===== config.mk =====
export PLATFORM = sky130hd
export DESIGN_NAME = cls_group_reduce
export DESIGN_NICKNAME = d
export VERILOG_FILES = /design/src/rtl/cls_pkg.sv /design/src/rtl/cls_group_reduce.sv
export SDC_FILE = /design/constraint.sdc
export NUM_CORES = 1
export LEC_CHECK = 0
export BUFFER_PORTS_ARGS = -buffer_cell sky130_fd_sc_hd__clkbuf_2
export CAP_MARGIN = 20
export CORE_AREA = 2 2 119 121
export CTS_CLUSTER_SIZE = 25
export DETAILED_ROUTE_END_ITERATION = 16
export DIE_AREA = 0 0 121 123
export GPL_ROUTABILITY_DRIVEN = 1
export GPL_TIMING_DRIVEN = 0
export PLACE_DENSITY = 0.51
export SLEW_MARGIN = 20
export SYNTH_ARGS = -nofsm -noshare
export SYNTH_HDL_FRONTEND = slang
export SYNTH_SLANG_ARGS = --single-unit

===== constraint.sdc =====
create_clock -name clk_i -period 1.2 [get_ports clk_i]
set_input_delay 0.24 -clock clk_i [delete_from_list [all_inputs] [get_ports clk_i]]
set_output_delay 0.24 -clock clk_i [all_outputs]
set_load 0.1 [all_outputs]

===== src/rtl/cls_pkg.sv =====
// cls_pkg: shared constants, codes and types of the cursor list store
// no dependencies; used by the interfaces, the cells, the group reducers and the top level
package cls_pkg;

  localparam int DEPTH      = 64;
  localparam int VAL_W      = 32;
  localparam int KIND_W     = 4;
  localparam int ST_W       = 2;
  localparam int IDX_W      = $clog2(DEPTH);
  localparam int CNT_W      = $clog2(DEPTH + 1);
  // cells are reduced in groups, group results combined in a second step
  localparam int GROUP      = 8;
  localparam int NUM_GROUPS = DEPTH / GROUP;
  localparam int GSEL_W     = $clog2(GROUP);
  localparam int GIDX_W     = $clog2(NUM_GROUPS);

  typedef enum logic [KIND_W-1:0] {
    K_INSERT = 4'd0,
    K_APPEND = 4'd1,
    K_ERASE  = 4'd2,
    K_BEGIN  = 4'd3,
    K_END    = 4'd4,
    K_PREV   = 4'd5,
    K_NEXT   = 4'd6,
    K_SETPOS = 4'd7,
    K_READ   = 4'd8,
    K_FIND   = 4'd9
  } kind_e;

  typedef enum logic [ST_W-1:0] {
    ST_OK    = 2'd0,
    ST_EMPTY = 2'd1,
    ST_FULL  = 2'd2,
    ST_MISS  = 2'd3
  } status_e;

  typedef enum logic [1:0] {
    CO_HOLD,
    CO_INSERT,
    CO_APPEND,
    CO_ERASE
  } cell_op_e;

  typedef enum logic [1:0] {
    S_IDLE,
    S_EXEC,
    S_DONE
  } state_e;

  // broadcast from the control to every cell
  typedef struct packed {
    cell_op_e               op;
    logic [IDX_W-1:0]       cur;
    logic [CNT_W-1:0]       cnt;
    logic [VAL_W-1:0]       value;
  } cell_ctrl_t;

  // registered result of one group of cells
  typedef struct packed {
    logic                   hit;
    logic [GSEL_W-1:0]      first;
    logic [VAL_W-1:0]       data;
  } grp_res_t;

endpackage


===== src/rtl/cls_group_reduce.sv =====
// cls_group_reduce: registers the first match and the cursor value of one group of cells
// depends on cls_pkg
module cls_group_reduce (
  input  logic                                   clk_i,
  input  logic                                   en_i,
  input  logic [cls_pkg::GROUP-1:0]              match_i,
  input  logic [cls_pkg::GROUP-1:0][cls_pkg::VAL_W-1:0] sel_i,
  output cls_pkg::grp_res_t                      res_o
);
  import cls_pkg::*;

  grp_res_t res_q, res_d;

  always_comb begin
    res_d = '0;
    for (int i = GROUP - 1; i >= 0; i--) begin
      if (match_i[i]) begin
        res_d.hit   = 1'b1;
        res_d.first = GSEL_W'(i);
      end
    end
    // at most one cell drives a nonzero value
    for (int i = 0; i < GROUP; i++) begin
      res_d.data = res_d.data | sel_i[i];
    end
  end

  always_ff @(posedge clk_i) begin
    if (en_i) begin
      res_q <= res_d;
    end
  end

  assign res_o = res_q;

endmodule


==> impl_metrics.csv <==
group,metric,value,unit
yosys,dominant_cells_by_area_after_synthesis,"edfxtp_1 64%, nor4_1 24%, nand2_1 7.4%, nor2b_1 0.74%, nor4_2 0.74%",
clocking,clock_tree.htree_level_count,2,
sta,clock.fmax,855,MHz
route,drt_iter0_drc,29,
setup_path,crit_required,960,ps
yosys,synth.net_count,412,
route,routed_len_inst,12.5,um
setup_path,cp.depth,1,
final_layout,final_core_util,0.269,
route,ant_nets,0,
sta,worst_slew_margin_rel,0.346,
placement,dp_hpwl,7.08,mm
power,irDropWorstVdd,495,uV
yosys,yosys_warnings,0,
sta,post-route-period-util,0.975,
sta,report.final.setup_viol,0,
global_routing,grt_first_pass_wirelength,11.4,mm
clocking,clock_input_transition_at_the_sequential_cells_of_the_worst_setup_and_hold_paths,60,ps
setup_path,critical_path.n_buffers_inverters,1,
yosys,postSynth.asyncResetShare,0,
yosys,synth.ff_latch_count,36,
sta,final.setup.tns,0,ps
global_routing,via_count_of_the_first_global_routing_pass,2464,
setup_path,critical_path.startpoint_type,"register",
yosys,synth_top_cells_by_count,"65 x nor4_1, 36 x edfxtp_1, 33 x nand2_1, 3 x nor2_1",
floorplan,dieArea,0.0149,mm^2
final_layout,largest_register_ff_count,36,
global_routing,grt_antenna_before_repair,0,
yosys,share_of_synthesized_area_occupied_by_flip_flops_and_latches,0.642,
final_layout,area_growth,118,%
final_layout,fillerInstances,1479,
placement,place_congestion,0.721,
yosys,synth_largest_area_cell,"edfxtp_1",
clocking,clock-sinks,36,
sta,hold_viol,0,
flow_run,maxCapViolations,0,
clocking,cts-buffers-inserted,5,
route,detail_route.first_pass.iterations,4,
global_routing,grt_remaining_overflow,0,
power,p_per_area,1060,mW/mm^2
setup_path,timing.critical_path.arrival,930,ps
setup_path,timing.critical_path.to,"res_o[19]",
clocking,cts_resized,39,
floorplan,die_h,123,um
setup_path,critPathMaxFanout,1,
power,static-leakage-power,1.77,nW
yosys,synthCells,146,
setup_path,crit_path_start,"res_o[19]$_DFFE_PP_",
setup_path,cp_cell_sequence,"clkbuf_4",
clocking,ctsRootBufferMaster,"clkbuf_16",
placement,place.port_buffers,301,
yosys,synth_top_area_frac,0.642,
sta,worstMarginPinSlew,981,ps
final_layout,nNetsFinal,720,
clocking,tritoncts,"done",
setup_path,worst_path_dominant_cell_family,"flip-flops",
sta,min_period,1170,ps
yosys,synthesis.area_per_instance,11.5,um^2
setup_path,endpoint_kind,"primary output",
setup_path,slowest_stage,"edfxtp_1",
global_routing,grt_util_all_layers,0.0990,
route,finalWirelength,7.96,mm
final_layout,post_route_cells_drive_above_1_share,0.679,
clocking,post-cts-setup-buffer-count,0,
floorplan,start_util,0.124,
clocking,clk_path_buf_depth,2,
floorplan,die-width,121,um
setup_path,critical_path.max_stage_delay,370,ps
yosys,synthDistinctLibCells,11,
sta,finalMaxSlewViolations,0,
route,detailed_route_via_count,2510,
floorplan,core_area,0.0136,mm^2
min_path,hold_path.class,"input pin to register",
final_layout,n_antenna_cell,0,
route,route.detailed.vias_per_inst,3.95,
floorplan,std_cell_rows,43,
yosys,post_synth_instance_area,0.00168,mm^2
yosys,synth_most_common_cell,"nor4_1",
yosys,synth_enable_flop_cells,36,
status,outcome,"finished clean",
setup_path,crit_type,"register to primary output",
floorplan,top_level_ports,302,
clocking,post_cts_hold_buffer_count,0,
route,drc_violations_left,0,
sta,rsz0062_at_grt,"false",
yosys,synthFlopType,"edfxtp_1",
global_routing,largest_net_degree_at_the_start_of_global_routing,37,
-- final cells by class --
cell class                 instances  area, um^2  share of cell area
clock buffer                       5         125              0.0342
sequential                        36        1080               0.295
tap                              180         225              0.0615
timing repair buffer             301        1620               0.441
multi-input combinational        109         598               0.163
clock inverter                     3        13.8             0.00376
inverter                           1        3.75             0.00102
-- cells in the final DEF, fill, tap and decap left out --
master     count
edfxtp_1      36
nor4_1        65
a21oi_1        2
nor2b_1        2
a211oi_1       1
clkbuf_2     265
clkinv_2       2
nand2_1       33
o21ai_0        1
o41ai_1        1
clkbuf_8       3
nor2_1         3
buf_4         15
nor4_2         1
inv_1          1
clkbuf_4      18
clkbuf_16      5
clkinv_1       1
-- worst min path at each step --
stage                    start                   to  slack, ps  cells after the start
global route        sel_i[209]  res_o[17]$_DFFE_PP_        220                      3
floorplan                 en_i   res_o[0]$_DFFE_PP_        350                      0
global placement    sel_i[248]  res_o[24]$_DFFE_PP_        490                      3
finish              sel_i[233]   res_o[9]$_DFFE_PP_        210                      3
CTS                 sel_i[233]   res_o[9]$_DFFE_PP_        210                      3
detailed placement   sel_i[94]  res_o[30]$_DFFE_PP_        500                      3
-- per-stage QoR --
stage | setup WS, ps | instances | instance area [um^2] | hold slack [ps] | total power (W)
after floorplan | 56.0 | 146 | 1680 | 352 | 0.00206
after global placement | -204 | 627 | 3410 | 495 | 0.00259
after detailed placement | -214 | 627 | 3410 | 500 | 0.00261
after CTS | 2.22 | 635 | 3660 | 208 | 0.00397
after global routing | 1.03 | 635 | 3660 | 218 | 0.00406
final | 30.0 | 635 | 3660 | 215 | 0.00388
-- cell families after synthesis --
family / share of synthesized area
and+or+nand+nor: 0.337
AOI/OAI and AO/OA: 0.0186
buffers and inverters: 0.00223
DFF: 0.642
-- power by group --
| part | total (W) | internal [W] | switching [W] | leakage (nW) |
|---|---|---|---|---|
| combinational | 0.00115 | 0.000421 | 0.000724 | 1.34 |
| sequential | 0.00147 | 0.00145 | 0.0000200 | 0.362 |
| clock | 0.00126 | 0.000755 | 0.000509 | 0.0710 |
| total | 0.00388 | 0.00263 | 0.00125 | 1.77 |
-- per-layer routing --
layer / GRT usage / part of all wire / wire [um] / vias up
li1: - / - / - / 1229
met1: 0.110 / 0.37 / 2960 / 1118
met2: 0.185 / 0.52 / 4150 / 154
met3: 0.0249 / 0.091 / 720 / 9
met4: 0.0283 / 0.016 / 124 / 0
met5: 0 / 0 / 0 / -
(Power assumes the default switching activity.)
