<file path="src/rtl/cls_pkg.sv">
// cls_pkg: shared constants, codes and types of the cursor list store
// no dependencies; used by the interfaces, the cells, the group reducers and the top level
package cls_pkg;

  localparam int DEPTH      = 64;
  localparam int VAL_W      = 32;
  localparam int KIND_W     = 4;
  localparam int ST_W       = 2;
  localparam int IDX_W      = $clog2(DEPTH);
  localparam int CNT_W      = $clog2(DEPTH + 1);
  // cells are reduced in groups, group results combined in a second step
  localparam int GROUP      = 8;
  localparam int NUM_GROUPS = DEPTH / GROUP;
  localparam int GSEL_W     = $clog2(GROUP);
  localparam int GIDX_W     = $clog2(NUM_GROUPS);

  typedef enum logic [KIND_W-1:0] {
    K_INSERT = 4'd0,
    K_APPEND = 4'd1,
    K_ERASE  = 4'd2,
    K_BEGIN  = 4'd3,
    K_END    = 4'd4,
    K_PREV   = 4'd5,
    K_NEXT   = 4'd6,
    K_SETPOS = 4'd7,
    K_READ   = 4'd8,
    K_FIND   = 4'd9
  } kind_e;

  typedef enum logic [ST_W-1:0] {
    ST_OK    = 2'd0,
    ST_EMPTY = 2'd1,
    ST_FULL  = 2'd2,
    ST_MISS  = 2'd3
  } status_e;

  typedef enum logic [1:0] {
    CO_HOLD,
    CO_INSERT,
    CO_APPEND,
    CO_ERASE
  } cell_op_e;

  typedef enum logic [1:0] {
    S_IDLE,
    S_EXEC,
    S_DONE
  } state_e;

  // broadcast from the control to every cell
  typedef struct packed {
    cell_op_e               op;
    logic [IDX_W-1:0]       cur;
    logic [CNT_W-1:0]       cnt;
    logic [VAL_W-1:0]       value;
  } cell_ctrl_t;

  // registered result of one group of cells
  typedef struct packed {
    logic                   hit;
    logic [GSEL_W-1:0]      first;
    logic [VAL_W-1:0]       data;
  } grp_res_t;

endpackage

</file>
<file path="src/rtl/cls_cell.sv">
// cls_cell: one list entry; shifts with its neighbors, loads, compares and drives its value
// depends on cls_pkg
module cls_cell (
  input  logic                        clk_i,
  input  logic [cls_pkg::IDX_W-1:0]   idx_i,
  input  cls_pkg::cell_ctrl_t         ctrl_i,
  input  logic [cls_pkg::VAL_W-1:0]   left_i,
  input  logic [cls_pkg::VAL_W-1:0]   right_i,
  output logic [cls_pkg::VAL_W-1:0]   entry_o,
  output logic                        match_o,
  output logic [cls_pkg::VAL_W-1:0]   sel_o
);
  import cls_pkg::*;

  logic [VAL_W-1:0] entry_q, entry_d;
  logic [CNT_W-1:0] idx_c;

  assign idx_c = {{(CNT_W-IDX_W){1'b0}}, idx_i};

  always_comb begin
    entry_d = entry_q;
    case (ctrl_i.op)
      CO_INSERT: begin
        if (idx_i == ctrl_i.cur) begin
          entry_d = ctrl_i.value;
        end else if (idx_i > ctrl_i.cur && idx_c <= ctrl_i.cnt) begin
          entry_d = left_i;
        end
      end
      CO_APPEND: begin
        if (idx_c == ctrl_i.cnt) begin
          entry_d = ctrl_i.value;
        end
      end
      CO_ERASE: begin
        if (idx_i >= ctrl_i.cur && (idx_c + CNT_W'(1)) < ctrl_i.cnt) begin
          entry_d = right_i;
        end
      end
      default: entry_d = entry_q;
    endcase
  end

  always_ff @(posedge clk_i) begin
    entry_q <= entry_d;
  end

  assign entry_o = entry_q;
  assign match_o = (entry_q == ctrl_i.value) && (idx_c < ctrl_i.cnt);
  assign sel_o   = (idx_i == ctrl_i.cur) ? entry_q : '0;

endmodule

</file>
<file path="config.mk">
export PLATFORM = sky130hd
export DESIGN_NAME = cls_cell
export DESIGN_NICKNAME = d
export VERILOG_FILES = /design/src/rtl/cls_pkg.sv /design/src/rtl/cls_cell.sv
export SDC_FILE = /design/constraint.sdc
export NUM_CORES = 1
export LEC_CHECK = 0
export BUFFER_PORTS_ARGS = -buffer_cell sky130_fd_sc_hd__buf_2
export CORE_MARGIN = 1.5
export CORE_UTILIZATION = 48
export CTS_BUF_LIST = sky130_fd_sc_hd__clkbuf_16
export DETAILED_ROUTE_END_ITERATION = 8
export PLACE_DENSITY = 0.87
export SYNTH_ARGS = -nofsm -noshare
export SYNTH_HDL_FRONTEND = slang
export SYNTH_SLANG_ARGS = --single-unit
</file>
<file path="constraint.sdc">
create_clock -name clk_i -period 11.95 [get_ports clk_i]
set_input_delay 1.195 -clock clk_i [delete_from_list [all_inputs] [get_ports clk_i]]
set_output_delay 1.195 -clock clk_i [all_outputs]
set_load 0.02 [all_outputs]
</file>
==> flow_metrics.tcl <==
set metrics [dict create \
    die_x_um 83.3 \
    grt_pass1_wl_um 14200 \
    routedWlPerCell_um 15.6 \
    critPathMostFrequentCell "buf_2" \
    synth_seq_cells 32 \
    hpwl_um 6990 \
    synth-compound-area-share_pct 16.6 \
    setup_viol 0 \
    cts_tree "yes" \
    antenna_cells 0 \
    root_buffer "clkbuf_16" \
    synthAdderAreaFrac_pct 8.09 \
    start_kind "input port" \
    hold_path_class "input port to flip-flop" \
    multi_input_comb_area_sq_um 1970 \
    holdPathEnd "entry_o[6]" \
    mappedNetlistArea_sq_um 3090 \
    wl_um 9020 \
    drt.antenna.violating_nets 0 \
    ir_drop_uv 82.5 \
    yosysSeqAreaShare_pct 31.1 \
    slowest_delay_ps 670 \
    via_count 3156 \
    ys_warn_count 0 \
    netlist_top_cells_area "edfxtp_1 (31%), mux2i_1 (10%), xnor2_1 (9.9%)" \
    cts_sinks 32 \
    max_freq_mhz 216 \
    grt_overflow_total 0 \
    synth_xor_area_share_pct 10.2 \
    powerDensity_nw_per_um2 100 \
    clk_path_buf_depth 2 \
    hold_violations 0 \
    fin_crit_ps 4620 \
    syn_inst 331 \
    min_path_cells 3 \
    tns_ps 0 \
    cts_hold_buffers 0 \
    dr.pass1.iters 5 \
    synth_top_family_by_area "simple AND/OR/NAND/NOR gates" \
    fill_cells 514 \
    yosys.area.top_type_share_pct 31.1 \
    initialDrtViolationCount 128 \
    core_area_sq_um 6280 \
    drv_slew 0 \
    endpoint_kind "primary output" \
    critPathTopFamily "simple AND/OR/NAND/NOR gates" \
    yosysTopAreaCell "edfxtp_1" \
    drc 0 \
    fin_crit_sh_pct 38.7 \
    critPathKind "input port to primary output" \
    grt_pass1_vias 2987 \
    yosys.area_share.simple_pct 18.6 \
    required_ps 10760 \
    pin_count 183 \
    path_cells "buf_2 > ha_1 > nand4_2 > nor2_4 > buf_4 > and2_1 > buf_2" \
    min_from "ctrl_i[6]" \
    grt_max_degree 70 \
    slew_headroom_pct 20.7 \
    synth_nets 469 \
    io_buffers 182 \
    largest_reg_flops 32 \
    finalPower_uw 417 \
    critPathArrivalTime_ps 3430 \
    fp.dieH_um 83.3 \
    seq_area_sq_um 961 \
    rows 29 \
    cts_buffers 5 \
    htreeDepth 2 \
    fin_nets 640 \
    p_leak_nw 2.00 \
    ys_types 31 \
    rsz0062_at_grt "false" \
    synthToLayoutAreaGrowth_pct 34.4 \
    post_cts.repair.setup_buffers 0 \
    routed_via_density 5.45 \
    cts.clk_slew.worst_paths_ps 50 \
    crit_buf_inv 3 \
    grt_use_total_pct 25.4 \
    place.gp.congestion 0.878 \
    tightest_slew_ps 1190 \
    crit_fanout 56 \
    start_util_pct 49.3 \
    syn_area_per_cell_sq_um 9.34 \
    cts-resized-gates 0 \
    slowest_stage "nor2_4" \
    cap_violations 0 \
    antenna_found_initial 0 \
    die-area_sq_um 6930 \
    status "completed" \
    synth_mux_area_share_pct 10.0 \
    drive_above_1_share_pct 38.8 \
]
metrics by stage:
| stage | hold slack (ps) | setup WS, ps | cell area, sq um | utilization, % | std cells |
|---|---|---|---|---|---|
| 2_1_floorplan | 1390 | 5660 | 3090 | - | 331 |
| 3_3_place_gp | 1520 | 7400 | 4020 | 64.0 | 572 |
| 3_5_place_dp | 1520 | 7360 | 4020 | 64.0 | 572 |
| 4_1_cts | 1240 | 7350 | 4160 | 66.2 | 579 |
| 5_1_grt | 1280 | 7120 | 4160 | 66.2 | 579 |
| 6_report | 1250 | 7330 | 4160 | 66.2 | 579 |
layout make-up:
class | count | share of cell area, %
Sequential cell | 32 | 23.1
Inverter | 15 | 1.35
Clock buffer | 5 | 3.01
Multi-Input combinational cell | 263 | 47.4
Tap cell | 77 | 2.32
Timing Repair Buffer | 185 | 22.5
Clock inverter | 2 | 0.301
how the worst max path moves through the flow:
stage,cells after the start,start,end,slack [ps]
finish,7,idx_i[5],sel_o[16],7330
floorplan,7,idx_i[0],entry_o[0],5660
global route,7,idx_i[5],sel_o[14],7120
global placement,7,idx_i[5],sel_o[19],7400
detailed placement,7,idx_i[5],sel_o[14],7360
CTS,7,idx_i[5],sel_o[16],7350
kinds of logic after synthesis:
| kind of cell | Yosys count |
|---|---|
| xor gates and xnor gates | 36 |
| and+or+nand+nor | 94 |
| adders and majority gates | 20 |
| buffers and inverters | 36 |
| muxes | 31 |
| AOI/OAI and AO/OA | 82 |
| DFF | 32 |
cells in the final DEF (no fill, tap or decap), drive strengths merged:
cell,instances
edfxtp,32
nor2,3
mux2i,31
clkbuf,5
a311oi,1
and2,32
xnor2,35
a21o,1
a211oi,32
and3,3
nand3,4
nor4,2
a21oi,40
buf,185
a2111oi,2
clkinvlp,1
xor2,1
inv,15
clkinv,1
nand2,6
o211ai,1
ha,20
nand4,11
o21ai,3
o21a,1
o32ai,1
nor2b,32
and4,1
synthesized netlist by cell type:
| library cell | count |
|---|---|
| a21oi_1 | 40 |
| xnor2_1 | 35 |
| a211oi_1 | 32 |
| and2_1 | 32 |
| edfxtp_1 | 32 |
| nor2b_1 | 32 |
| mux2i_1 | 31 |
| ha_1 | 20 |
| inv_1 | 15 |
| clkbuf_1 | 10 |
| nand4_1 | 10 |
| buf_2 | 6 |
| nand2_1 | 6 |
| buf_4 | 4 |
| nand3_1 | 4 |
| and3_1 | 3 |
| o21ai_0 | 3 |
| nor2_1 | 2 |
| nor4_1 | 2 |
| a2111oi_0 | 1 |
| a2111oi_1 | 1 |
| a21o_1 | 1 |
| a311oi_1 | 1 |
| and4_1 | 1 |
| buf_6 | 1 |
| nand4_2 | 1 |
| nor2_4 | 1 |
| o211ai_1 | 1 |
| o21a_1 | 1 |
| o32ai_1 | 1 |
| xor2_1 | 1 |
where the power goes:
group,leakage (nW),internal (mW),total (mW),switching (mW)
sequential,0.307,0.144,0.158,0.0143
clock,0.0657,0.0755,0.121,0.0455
combinational,1.62,0.0603,0.137,0.0769
layer usage:
metal	track usage, %	routed length, um	up-vias
li1	-	-	1551
met1	29.8	3610	1428
met2	45.8	4650	157
met3	5.37	562	20
met4	9.09	195	0
met5	0	0	-
Note: power is estimated with default switching activity, not from simulation.
